`src/design/amasm_pkg.sv`:
```
// Shared types, codes and helpers for the admittance matrix assembler.
// No dependencies; every other design file imports this package.
package amasm_pkg;

	localparam int MAX_NODES   = 16;
	localparam int NODE_W      = $clog2(MAX_NODES);
	localparam int NCNT_W      = NODE_W + 1;
	localparam int MAX_ENTRIES = 32;
	localparam int ENTRY_W     = $clog2(MAX_ENTRIES);
	localparam int CNT_W       = ENTRY_W + 1;

	// Input command codes.
	localparam logic [2:0] CMD_LINE   = 3'd0;
	localparam logic [2:0] CMD_SHUNT  = 3'd1;
	localparam logic [2:0] CMD_XFMR   = 3'd2;
	localparam logic [2:0] CMD_FILL   = 3'd3;
	localparam logic [2:0] CMD_FINISH = 3'd4;

	// Work codes passed from the front to the back.
	localparam logic [2:0] OP_SHUNT_ADD = 3'd0;
	localparam logic [2:0] OP_SHUNT_INV = 3'd1;
	localparam logic [2:0] OP_FILL      = 3'd2;
	localparam logic [2:0] OP_LINE      = 3'd3;
	localparam logic [2:0] OP_XFMR      = 3'd4;
	localparam logic [2:0] OP_FINISH    = 3'd5;

	localparam logic signed [31:0] Q_MAX = 32'sh7FFF_FFFF;
	localparam logic signed [31:0] Q_MIN = 32'sh8000_0000;
	localparam logic signed [39:0] SAT_MAX = 40'sh00_7FFF_FFFF;
	localparam logic signed [39:0] SAT_MIN = 40'shFF_8000_0000;

	typedef struct packed {
		logic [2:0]        op;
		logic [NODE_W-1:0] from_idx;
		logic [NODE_W-1:0] to_idx;
		logic signed [31:0] r;
		logic signed [31:0] x;
		logic signed [31:0] y;
		logic signed [31:0] k;
	} item_t;

	typedef struct packed {
		logic [63:0] num;
		logic        num_neg;
		logic [63:0] den;
		logic        den_neg;
	} div_req_t;

	typedef struct packed {
		logic               off;
		logic [NCNT_W-1:0]  row;
		logic [NCNT_W-1:0]  col;
		logic signed [31:0] g;
		logic signed [31:0] b;
		logic [CNT_W-1:0]   start;
		logic               last;
	} res_t;

	function automatic logic signed [31:0] sat32(input logic signed [39:0] v);
		logic signed [31:0] r;
		if (v > SAT_MAX) r = Q_MAX;
		else if (v < SAT_MIN) r = Q_MIN;
		else r = v[31:0];
		return r;
	endfunction

	function automatic logic [31:0] mag32(input logic signed [31:0] v);
		logic [31:0] r;
		r = v[31] ? 32'(-v) : 32'(v);
		return r;
	endfunction

	function automatic logic [NCNT_W-1:0] popcnt(input logic [MAX_NODES-1:0] v);
		logic [NCNT_W-1:0] c;
		c = '0;
		for (int i = 0; i < MAX_NODES; i++) c = c + NCNT_W'(v[i]);
		return c;
	endfunction

endpackage

```
`src/design/amasm_queue.sv`:
```
// Two-entry queue of classified work items between the front and the back.
// Depends on amasm_pkg for the item type.
module amasm_queue import amasm_pkg::*; (
	input  logic  clk,
	input  logic  arst_n,
	input  logic  push,
	input  item_t push_item,
	output logic  full,
	output logic  valid,
	input  logic  pop,
	output item_t pop_item
);

	item_t       slot_q [2];
	logic        wr_q;
	logic        rd_q;
	logic [1:0]  cnt_q;

	assign full     = cnt_q == 2'd2;
	assign valid    = cnt_q != 2'd0;
	assign pop_item = slot_q[rd_q];

	always_ff @(posedge clk) begin
		if (push) slot_q[wr_q] <= push_item;
	end

	always_ff @(posedge clk or negedge arst_n) begin
		if (!arst_n) begin
			wr_q  <= 1'b0;
			rd_q  <= 1'b0;
			cnt_q <= 2'd0;
		end else begin
			if (push) wr_q <= !wr_q;
			if (pop) rd_q <= !rd_q;
			cnt_q <= cnt_q + 2'(push) - 2'(pop);
		end
	end

endmodule

```
`config.mk`:
```
export PLATFORM = sky130hd
export DESIGN_NAME = amasm_queue
export DESIGN_NICKNAME = d
export VERILOG_FILES = /design/src/design/amasm_pkg.sv /design/src/design/amasm_queue.sv
export SDC_FILE = /design/constraint.sdc
export NUM_CORES = 1
export LEC_CHECK = 0
export BUFFER_PORTS_ARGS = -buffer_cell sky130_fd_sc_hd__clkbuf_2
export CAP_MARGIN = 40
export CORE_MARGIN = 2
export CORE_UTILIZATION = 55
export DETAILED_ROUTE_END_ITERATION = 16
export PLACE_DENSITY = 0.86
export SETUP_SLACK_MARGIN = 0.5
export SYNTH_ARGS = -nofsm -noshare
export SYNTH_HDL_FRONTEND = slang
export SYNTH_SLANG_ARGS = --single-unit
```
`constraint.sdc`:
```
create_clock -name clk -period 14.6 [get_ports clk]
set_input_delay 4.38 -clock clk [delete_from_list [all_inputs] [get_ports clk]]
set_output_delay 4.38 -clock clk [all_outputs]
set_load 0.01 [all_outputs]
```
Word-level counts from Yosys, hierarchy flattened

Memory sizes are Yosys's and may differ from the RTL's.
Cells that the tools add are included.

Add/subtract/negate cells: 2
$mul: 0
Div/mod/pow operators: 0
Order comparisons: 0
Equality and inequality tests: 1
Shift-type cells: 0
Mux-type cells: 2
Bitwise operators: 0
Reduce and logical (&&, ||, !) cells: 3

Operator list:

| cell                                        | count |
|---|---|
| 2-bit by 1-bit adder with 2-bit output      | 1 |
| 2-bit == test, second input constant        | 1 |
| 1-bit zero test                             | 2 |
| 1-bit two-way mux                           | 2 |
| 2-bit nonzero test                          | 1 |
| 2-bit by 1-bit subtractor with 2-bit output | 1 |

Register bits after elaboration: 4
Bits in latches: 0
Memory bits (writable): 278
Bits in read-only memories: 0
Output and inout bits: 141
Memories: 1

Memories:

| name   | depth | width | read ports | clocked after Yosys merged registers in | wr ports | RTL line          | RTL |
|---|---|---|---|---|---|---|---|
| slot_q | 2     | 139   | 1          | 0                                       | 1        | amasm_queue.sv:14 | `item_t slot_q [2];` |

Longest topological paths before layout

Depth in word-level cells: 2
Depth in mapped cells: 5
Depth with buffers taken out: 5

Least setup slack after synthesis

OpenSTA, ideal clock, no wires.

Path kind: input to register
Start point: input port push
End point: memory slot_q[0][0] (netlist name) (enable)
Setup time: 0.656 ns
Arrival time: 10.398 ns
Required time: 13.944 ns
Slack: 3.546 ns
Cell stages on the path: 1
Path buffers: 0
Cells stage by stage: nor2b_1

Word-level cells in the longest chain between the ends: 2

Ends and longest elaborated chain:

| what                                    | RTL line          | RTL |
|---|---|---|
| from (decl)                             | amasm_queue.sv:6  | `input logic push,` |
| 1-bit two-way mux                       | amasm_queue.sv:24 | `if (push) slot_q[wr_q] <= push_item;` |
| 1-bit two-way mux (not written as such) | amasm_queue.sv:24 |  |
| to (decl)                               | amasm_queue.sv:14 |  |

Every way passes these cells.

==> run metrics <==
router iterations before antenna repair 6; post-synth net total around 590; max incr delay on CP between 0.8 and 0.9 ns; Worst setup SP type flip-flop; CP arrival 2.77 ns; CTS tree yes; final worst setup slack 7.45 ns; # setup viols final 0; antenna cell count 0; P per Cell Area between 150 and 200 mW/mm²; fin. max-slew vios 0; ratio of cells with drive above 1 in the final layout a little over 60%; worst hold path class flip-flop to flip-flop; Core Area 0.0188 mm²; highest-delay cell along the critical path dfrtp_4; nets 897; Setup WS pre-CTS 7.55 ns; RSZ-0062 raised after global routing no; IO Pins approximately 280; largest net degree at the start of global routing between 60 and 70; DR vias/cell 5.08; fin crit share a little under 50%; TritonCTS Sinks 282; Yosys cell types 14; Static Leak roughly 0.0053 µW; CP cell instances buf_4, mux2_2, clkbuf_2; Placed Instance Area 0.0123 mm²; #FFs+latches synth ~280; post-synthesis sequential area ratio 79.4%; Post-Synthesis Cells between 400 and 500; CTS resizes 0; root buf cell clkbuf_16; Pint 1860 µW; Critical Path RT between 10 and 15 ns; drt wl/cell between 15 and 20 µm; Worst Path Buf+Inv 2; Hold Vio Cnt, Final 0; Ys Warns 0; vias in the first global route 5483; Reg clk slew, reported paths approximately 0.060 ns; f_max between 100 and 150 MHz; # port buffers between 200 and 300; Starting Density roughly 57%; TritonCTS buffer count 28; sequential share of power between 40% and 50%; Max IR drop VDD around 0.14 mV; Chip Width 143 µm; syn avg cell area about 24 µm²; Hold WS roughly 0.56 ns; die height ~140 µm; first-pass GRT wire length 28200 µm; GRT Residual Overflow 0; HPWL Detailed 13000 µm; DRC 0; DRT iter0 DRCs 274; CP endpoint kind output pin; relative slew slack 41.3%; Logic pwr share ~30%; post-synthesis cell area 0.0106 mm²; crit-path leading delay family buffers and inverters; final WL around 19000 µm; post-route cell area approximately 0.013 mm²; CTS Hold Bufs 0; setup bufs post-CTS 0; antenna-violating nets left 0; post-route setup TNS 0 ns; row count 50; clk_skew between 0.01 and 0.015 ns; critical path class flip-flop to output pin; Vias around 5200; Clock Path Buffers 3; Tot GR Track Use approximately 18%; sw power around 700 µW; Final min period 7.15 ns; Clk pwr share between 20% and 30%; initial antenna violation count 0; htree depth 1; Worst-Margin Slew between 0.8 and 0.9 ns; Syn-to-layout area delta 23.9%; clk_lat worst skew 0.52 ns; CP Max Fanout just under 60; Max-cap violations 0; status completed; Pwr Total 2580 µW; switching portion of total power between 20% and 30%; die area between 0.02 and 0.025 mm²; Routability Congestion approximately 0.74
-- metrics by stage --
stage / util [%] / cells
after floorplan: - / 448
after global placement: 65.2 / 980
after detailed placement: 65.5 / 982
after CTS: 70.0 / 1030
after global routing: 70.0 / 1030
final: 70.0 / 1030
-- final cells by class --
type	instances	area (µm²)
flip-flops and latches	282	8450
fillers	1150	5640
multi-input cells	148	2040
repair buffers	290	1500
clock buffers	36	752
well taps	260	325
clock inverters	12	106
inverters	2	7.51
-- worst paths after layout --
path	to	depth (start not counted)	slack, ns	from
setup reg to reg	slot_q[0][121]	4	11.77	wr_q
min in group asynchronous	cnt_q[1]	1	3.66	arst_n
hold / removal	wr_q	1	0.56	wr_q
hold reg to reg	wr_q	1	0.56	wr_q
max in group asynchronous	rd_q	1	10.79	arst_n
setup / recovery	pop_item[136]	3	7.45	rd_q
-- cells in the mapped netlist --
cell      count  area share, %
xor2_1        2           0.16
nor2b_1       2           0.12
inv_1         2          0.071
buf_6        11            1.2
mux2_2       39            4.1
buf_8         1           0.14
dfrtp_1       4           0.94
buf_2         4           0.19
xor3_1        1           0.22
ha_1          2           0.24
and2_1        1          0.059
mux2_4      100             14
edfxtp_1    278             78
or2_2         1          0.059
-- cells by family after synthesis --
logic type / count (synthesis) / share of synthesized area (%)
flops: 282 / 79.4
mux: 139 / 18.2
buf+inv: 18 / 1.56
simple gates: 4 / 0.235
xor+xnor: 3 / 0.388
fa+ha+maj: 2 / 0.235
-- flip-flops by register name (all words and copies together) (netlist names) --
name / count
cnt_q: 2
rd_q: 1
slot_q: 278
wr_q: 1
-- routing by layer --
layer / GRT usage (%) / vias up / share of wire [%]
met3: 5.43 / 44 / 9.3
met1: 20.7 / 2534 / 37
met5: 0 / - / 0
met2: 31.6 / 253 / 51
met4: 6.25 / 0 / 2.6
li1: - / 2399 / -
-- cells in the final DEF, fill, tap and decap left out --
cell type,synthesis,final
clkbuf_16,0,29
inv_1,2,2
ha_1,2,2
mux2_4,100,100
mux2_2,39,39
clkbuf_2,0,283
nor2b_1,2,1
bufinv_16,0,2
or2_2,1,1
and2_4,0,1
buf_12,0,1
clkbuf_1,0,7
buf_16,0,1
clkinv_1,0,6
buf_4,0,5
dfrtp_1,4,3
xor2_1,2,2
inv_6,0,1
edfxtp_1,278,278
xor3_1,1,1
dfrtp_4,0,1
clkinv_2,0,3
nor2b_4,0,1
-- power groups by stage --
stage | Combinational, µW | Sequential (µW) | Clock [µW]
floorplan | 563 | 1150 | 0
global placement | 752 | 1150 | 0
detailed placement | 777 | 1160 | 0
CTS | 783 | 1140 | 684
global route | 824 | 1150 | 715
finish | 769 | 1140 | 666
(Power assumes the default switching activity.)
