## config.mk

```make
export PLATFORM = sky130hd
export DESIGN_NAME = amasm_front
export DESIGN_NICKNAME = d
export VERILOG_FILES = /design/src/design/amasm_pkg.sv /design/src/design/amasm_front.sv
export SDC_FILE = /design/constraint.sdc
export NUM_CORES = 1
export LEC_CHECK = 0
export ABC_AREA = 1
export BUFFER_PORTS_ARGS = -buffer_cell sky130_fd_sc_hd__buf_2
export CORE_AREA = 2 2 113 115
export DETAILED_ROUTE_END_ITERATION = 12
export DIE_AREA = 0 0 115 117
export PLACE_DENSITY = 0.52
export SLEW_MARGIN = 20
export SYNTH_ARGS = -nofsm -noshare
export SYNTH_HDL_FRONTEND = slang
export SYNTH_SLANG_ARGS = --single-unit
```

## constraint.sdc

```tcl
create_clock -name vclk -period 2.8
set_input_delay 0.42 -clock vclk [all_inputs]
set_output_delay 0.42 -clock vclk [all_outputs]
set_load 0.05 [all_outputs]
```

## src/design/amasm_pkg.sv

```systemverilog
// Shared types, codes and helpers for the admittance matrix assembler.
// No dependencies; every other design file imports this package.
package amasm_pkg;

	localparam int MAX_NODES   = 16;
	localparam int NODE_W      = $clog2(MAX_NODES);
	localparam int NCNT_W      = NODE_W + 1;
	localparam int MAX_ENTRIES = 32;
	localparam int ENTRY_W     = $clog2(MAX_ENTRIES);
	localparam int CNT_W       = ENTRY_W + 1;

	// Input command codes.
	localparam logic [2:0] CMD_LINE   = 3'd0;
	localparam logic [2:0] CMD_SHUNT  = 3'd1;
	localparam logic [2:0] CMD_XFMR   = 3'd2;
	localparam logic [2:0] CMD_FILL   = 3'd3;
	localparam logic [2:0] CMD_FINISH = 3'd4;

	// Work codes passed from the front to the back.
	localparam logic [2:0] OP_SHUNT_ADD = 3'd0;
	localparam logic [2:0] OP_SHUNT_INV = 3'd1;
	localparam logic [2:0] OP_FILL      = 3'd2;
	localparam logic [2:0] OP_LINE      = 3'd3;
	localparam logic [2:0] OP_XFMR      = 3'd4;
	localparam logic [2:0] OP_FINISH    = 3'd5;

	localparam logic signed [31:0] Q_MAX = 32'sh7FFF_FFFF;
	localparam logic signed [31:0] Q_MIN = 32'sh8000_0000;
	localparam logic signed [39:0] SAT_MAX = 40'sh00_7FFF_FFFF;
	localparam logic signed [39:0] SAT_MIN = 40'shFF_8000_0000;

	typedef struct packed {
		logic [2:0]        op;
		logic [NODE_W-1:0] from_idx;
		logic [NODE_W-1:0] to_idx;
		logic signed [31:0] r;
		logic signed [31:0] x;
		logic signed [31:0] y;
		logic signed [31:0] k;
	} item_t;

	typedef struct packed {
		logic [63:0] num;
		logic        num_neg;
		logic [63:0] den;
		logic        den_neg;
	} div_req_t;

	typedef struct packed {
		logic               off;
		logic [NCNT_W-1:0]  row;
		logic [NCNT_W-1:0]  col;
		logic signed [31:0] g;
		logic signed [31:0] b;
		logic [CNT_W-1:0]   start;
		logic               last;
	} res_t;

	function automatic logic signed [31:0] sat32(input logic signed [39:0] v);
		logic signed [31:0] r;
		if (v > SAT_MAX) r = Q_MAX;
		else if (v < SAT_MIN) r = Q_MIN;
		else r = v[31:0];
		return r;
	endfunction

	function automatic logic [31:0] mag32(input logic signed [31:0] v);
		logic [31:0] r;
		r = v[31] ? 32'(-v) : 32'(v);
		return r;
	endfunction

	function automatic logic [NCNT_W-1:0] popcnt(input logic [MAX_NODES-1:0] v);
		logic [NCNT_W-1:0] c;
		c = '0;
		for (int i = 0; i < MAX_NODES; i++) c = c + NCNT_W'(v[i]);
		return c;
	endfunction

endpackage

```

## src/design/amasm_front.sv

```systemverilog
// Front end: accepts network elements, checks node ranges and classifies them.
// Depends on amasm_pkg; feeds amasm_queue.
module amasm_front import amasm_pkg::*; (
	input  logic               s_valid,
	output logic               s_ready,
	input  logic [2:0]         command,
	input  logic [NCNT_W-1:0]  from_node,
	input  logic [NCNT_W-1:0]  to_node,
	input  logic signed [31:0] resistance,
	input  logic signed [31:0] reactance,
	input  logic signed [31:0] half_charging,
	input  logic signed [31:0] turns_ratio,
	input  logic [NCNT_W-1:0]  n_eff,
	input  logic               q_full,
	output logic               push,
	output item_t              item
);

	logic nodes_ok;
	logic keep;

	assign s_ready  = !q_full;
	assign nodes_ok = (from_node != '0) && (from_node <= n_eff) &&
	                  (to_node != '0) && (to_node <= n_eff);

	always_comb begin
		item.from_idx = NODE_W'(from_node - NCNT_W'(1));
		item.to_idx   = NODE_W'(to_node - NCNT_W'(1));
		item.r        = resistance;
		item.x        = reactance;
		item.y        = half_charging;
		item.k        = turns_ratio;
		item.op       = OP_FINISH;
		keep          = 1'b0;
		// A line between equal nodes behaves like a ground shunt.
		priority if (command == CMD_FINISH) begin
			keep = 1'b1;
		end else if (!nodes_ok) begin
			keep = 1'b0;
		end else if (command == CMD_SHUNT || (command == CMD_LINE && from_node == to_node)) begin
			keep    = 1'b1;
			item.op = half_charging[31] ? OP_SHUNT_ADD : OP_SHUNT_INV;
		end else if (command == CMD_LINE) begin
			keep    = 1'b1;
			item.op = OP_LINE;
		end else if (command == CMD_XFMR) begin
			keep    = 1'b1;
			item.op = OP_XFMR;
		end else if (command == CMD_FILL) begin
			keep    = from_node != to_node;
			item.op = OP_FILL;
		end else begin
			keep = 1'b0;
		end
	end

	assign push = s_valid && s_ready && keep;

endmodule

```

* Yosys cells after proc, flatten, opt, wreduce, memory -nomap -nowiden
Index checks and enable logic that the tools add are counted.
Widths: inputs -> output; s select.
** Cells by class
- Equal/unequal tests :: 6
- Multiplexer cells :: 13
- Magnitude comparators :: 2
- Reduce and logical (&&, ||, !) cells :: 11
- $add $sub $neg :: 2
** Operators by type and width (number)
- $mux 3 :: 6
- $le 5x5->1 :: 2
- $reduce_bool 5->1 :: 2
- $sub 4x1->4 const B :: 2
- $mux 1 :: 7
- $eq 3x2->1 const B :: 2
- $logic_and 1x1->1 :: 6
- $eq 5x5->1 :: 1
- $ne 5x5->1 :: 1
- $eq 3x1->1 const B :: 1
- $eq 3x3->1 const B :: 1
- $logic_not 3->1 :: 1
- $logic_not 1->1 :: 1
- $logic_or 1x1->1 :: 1
** Word-level totals
- Word-level logic and storage cells :: 34
- Output and inout port bits :: 141
- Register bits :: 0

* Logic depth before layout (Yosys ltp)
- Depth after elaboration :: 8
- Gate-level depth with buffers :: 10
- Gate-level depth less buffers :: 10

* Worst setup path after synthesis
Ideal clock, no wire load.
- Path type :: input-to-output
- From :: input to_node[0]
- To :: output item[137] in the netlist's numbering
- Buffers on the path :: 0
- Arrival :: 2.160 ns
- Slack :: 0.220 ns
- Stages on the path :: 8
- Cells stage by stage :: inv_1 ha_1 inv_1 nand2_1 nand3_1 a21oi_2 nand3_1 a21oi_1
** RTL lines
- from (decl) :: line amasm_front.sv:8 : input logic [NCNT_W-1:0] to_node,
- to (decl) :: line amasm_front.sv:16 : output item_t item

* Worst setup path after layout
- From :: input to_node[4]
- To :: output push
** On the way
- Longest elaborated chain between the ends :: 8
** RTL lines
- $ne 5x5->1 :: line amasm_front.sv:50 : keep = from_node != to_node;
- $mux 1 :: line amasm_front.sv:49 : end else if (command == CMD_FILL) begin
- $mux 1 :: line amasm_front.sv:46 : end else if (command == CMD_XFMR) begin
- $mux 1 :: line amasm_front.sv:43 : end else if (command == CMD_LINE) begin
- $mux 1 :: line amasm_front.sv:40 : end else if (command == CMD_SHUNT || (command == CMD_LINE && from_node == to_node)) begin
- $mux 1 * :: line amasm_front.sv:38 : end else if (!nodes_ok) begin
- $mux 1 * :: line amasm_front.sv:36 : priority if (command == CMD_FINISH) begin
- $logic_and 1x1->1 * :: line amasm_front.sv:57 : assign push = s_valid && s_ready && keep;
- to (decl) :: line amasm_front.sv:15 : output logic push,
Mark *: on every way between the ends. The rest lies on a longest branch, timed or not.

==> summary by stage <==
Clocking
The number of hold buffers added after CTS was 0. The number of instances resized during post-cts repair is 0. The post-CTS setup-driven buffer insertion count is 0.

Worst hold path
The worst hold path startpoint is resistance[4]. In this run the worst hold path is classified as input pin to primary output.

GRT
For this run, the total global-route usage over all layers was measured as 0.0507. The number of global-route vias before repair is 886. The global-route wire length before repair is 4970 µm. The overflow left after global routing is 0. The number of antenna violations at the first check in global routing is 0. The maximum number of pins on one net before global-route repair is 6.

Routing
After detailed routing, the average wire length per cell comes to 13.2 µm. In this run the remaining antenna-violating nets after routing total 0. The first-pass iteration count of the detailed router is 4. The number of design-rule violations left by the first detailed-router iteration is 19. Across all layers, the routed design uses 827 vias. After detailed routing, the number of vias per cell comes to 2.97.

The overall routed net length is 3670 µm. After detailed routing, the number of remaining DRC violations is 0.

Critical path
The critical path required time is 2.38 ns. The critical path in this run is classified as input pin to primary output. In this run the worst setup path begins at to_node[4].

The endpoint class of the critical path is a primary output. STA classifies the critical path startpoint as an input pin. The peak fanout along the critical path is 3. Data arrives at the worst endpoint at 1.89 ns.

Synth
Each instance of the synthesized netlist takes up on average 6.83 µm². The area share of and/or/nand/nor cells after synthesis is 0.111. In the synthesized netlist, the number of instances is 221. The cell area that synthesis handed to floorplanning was 1510 µm². The number of warnings issued by yosys is 0. The share of the synthesized area in compound gates (AO/OA/AOI/OAI) is 0.0357.

Of the total synthesized cell area, the portion taken by XOR and XNOR cells is 0.0406. The netlist uses 17 different library cells. The number of nets in the synthesized netlist is 383. The fraction of the yosys area taken by sequential cells is 0.

Of the total synthesized cell area, the portion taken by full adders, half adders and majority gates is 0.116. The portion of synthesized area spent on multiplexers is 0. The main combinational cell family by area after synthesis is buffers and inverters.

STA
On the final layout, the worst hold slack is 0.840 ns. Setup violations remaining at the end of the flow were counted as 0. Setup repair after global routing left no endpoint under its margin.

The maximum achievable frequency is 0.434 GHz. The final number of hold-violating endpoints came to 0. Headroom to the max-slew limit came out at 0.824.

At the pin with the least slew margin, the transition time is 0.261 ns. After layout, the minimum clock period comes to 2.31 ns. In the final timing run, aggregate negative setup slack is 0 ns. The count of final max-slew check failures is 0.

In the finished design, the share of the clock period the worst path needs comes to 0.823.

Pwr
The worst-case IR drop observed on VDD is 0.0000354 V. The completed layout was analyzed and its total power is 169 µW. The total power divided by cell area is 186 nW/µm². Summed over all cells, the static leakage comes to 0.000489 µW.

Floorplan
The die outline height is 117 µm. The placeable core region is 12300 µm². The x dimension of the die is 115 µm. The site row count is 41. The initial utilization of the core area, before any placement, comes to 0.123.

The die footprint is 13500 µm². Pin placement for this block handled 289 I/O pins.

Cells and area
The area of all sequential standard cells is 0 µm². The number of nets in the layout is 292. The library cells used most frequently in the layout, excluding fill and tap cells, are sky130_fd_sc_hd__buf_2 (35), sky130_fd_sc_hd__inv_1 (23), sky130_fd_sc_hd__nand2_1 (22).

Of the cells placed in the final design, the portion with a size suffix greater than 1 is 0.305. From synthesis to final layout, the design area changed by -39.6%. The antenna diode count is 0.

Once layout is done, the placed cells without fillers occupy 911 µm². There are 0 flip-flops and latches. Fill cells in the final layout number 1478. After layout, the clock buffer instance count stands at 0.

The leading cell type in the layout, fill and taps excluded is sky130_fd_sc_hd__buf_2. Excluding fillers, the count of instances in the completed layout stands at 278.

Flow run
The tool flagged a number of max-cap violations equal to 0.

Run status
The flow ran to the end, and the final reports show no timing, DRC or antenna violations.

Place
Routability-driven placement finished with a final weighted congestion of 0.702. The estimated wirelength of the detail-placed design is 3350 µm. Counting tap cells, the placed design contains a total of 278 instances. Port buffering added 35 buffers.

The instance area after placement is 911 µm².
[cell type report]
class	instances	area, µm²	share of cell area
tap	150	188	0.206
inverter	24	90.1	0.0989
multi-input combinational	69	458	0.503
timing repair buffer	35	175	0.192
[worst max-delay path, cell delays in order]
cell                      delay [ns]
sky130_fd_sc_hd__buf_2          0.12
sky130_fd_sc_hd__ha_1           0.30
sky130_fd_sc_hd__nand2_1        0.10
sky130_fd_sc_hd__inv_1          0.04
sky130_fd_sc_hd__nand2_1        0.05
sky130_fd_sc_hd__nand3_1        0.08
sky130_fd_sc_hd__a21oi_2        0.19
sky130_fd_sc_hd__nand3_1        0.10
sky130_fd_sc_hd__a21oi_1        0.19
sky130_fd_sc_hd__buf_2          0.30
[worst paths after layout]
check | endpoint | slack, ns | cells after the start
max | push | 0.49 | 10
min | item[100] | 0.84 | 0
[Yosys cell counts (all sizes together)]
master | n | area, µm²
o21ai | 2 | 10.0
nor2 | 6 | 27.5
a21oi | 5 | 28.8
ha | 14 | 175
o211ai | 1 | 7.51
xor2 | 6 | 52.6
nand4 | 2 | 12.5
nand3 | 9 | 45.0
xnor2 | 1 | 8.76
inv | 24 | 90.1
o21a | 1 | 7.51
buf | 128 | 961
nand2 | 22 | 82.6
[per-layer routing]
metal,vias to the layer above,global-route usage,share of wire
met5,-,0,0
met3,50,0.0175,0.14
met4,0,0.0578,0.11
met2,93,0.0980,0.51
met1,324,0.0347,0.24
li1,360,-,-
[logic make-up after synthesis]
logic type | after synthesis
adder cells (fa/ha/maj) | 14
AO/OA/AOI/OAI | 9
buffers and inverters | 152
AND/OR/NAND/NOR | 39
XOR/XNOR | 7
[where the power goes]
part           switching (µW)  internal, µW
clock                       0             0
combinational             120          49.3
sequential                  0             0
[per-stage QoR]
stage               setup WS, ns    util
floorplan                  0.220       -
global placement           0.440  0.0740
detailed placement         0.451  0.0740
CTS                        0.454  0.0740
global route               0.349  0.0740
finish                     0.494  0.0740
Note: power is estimated with default switching activity, not from simulation.
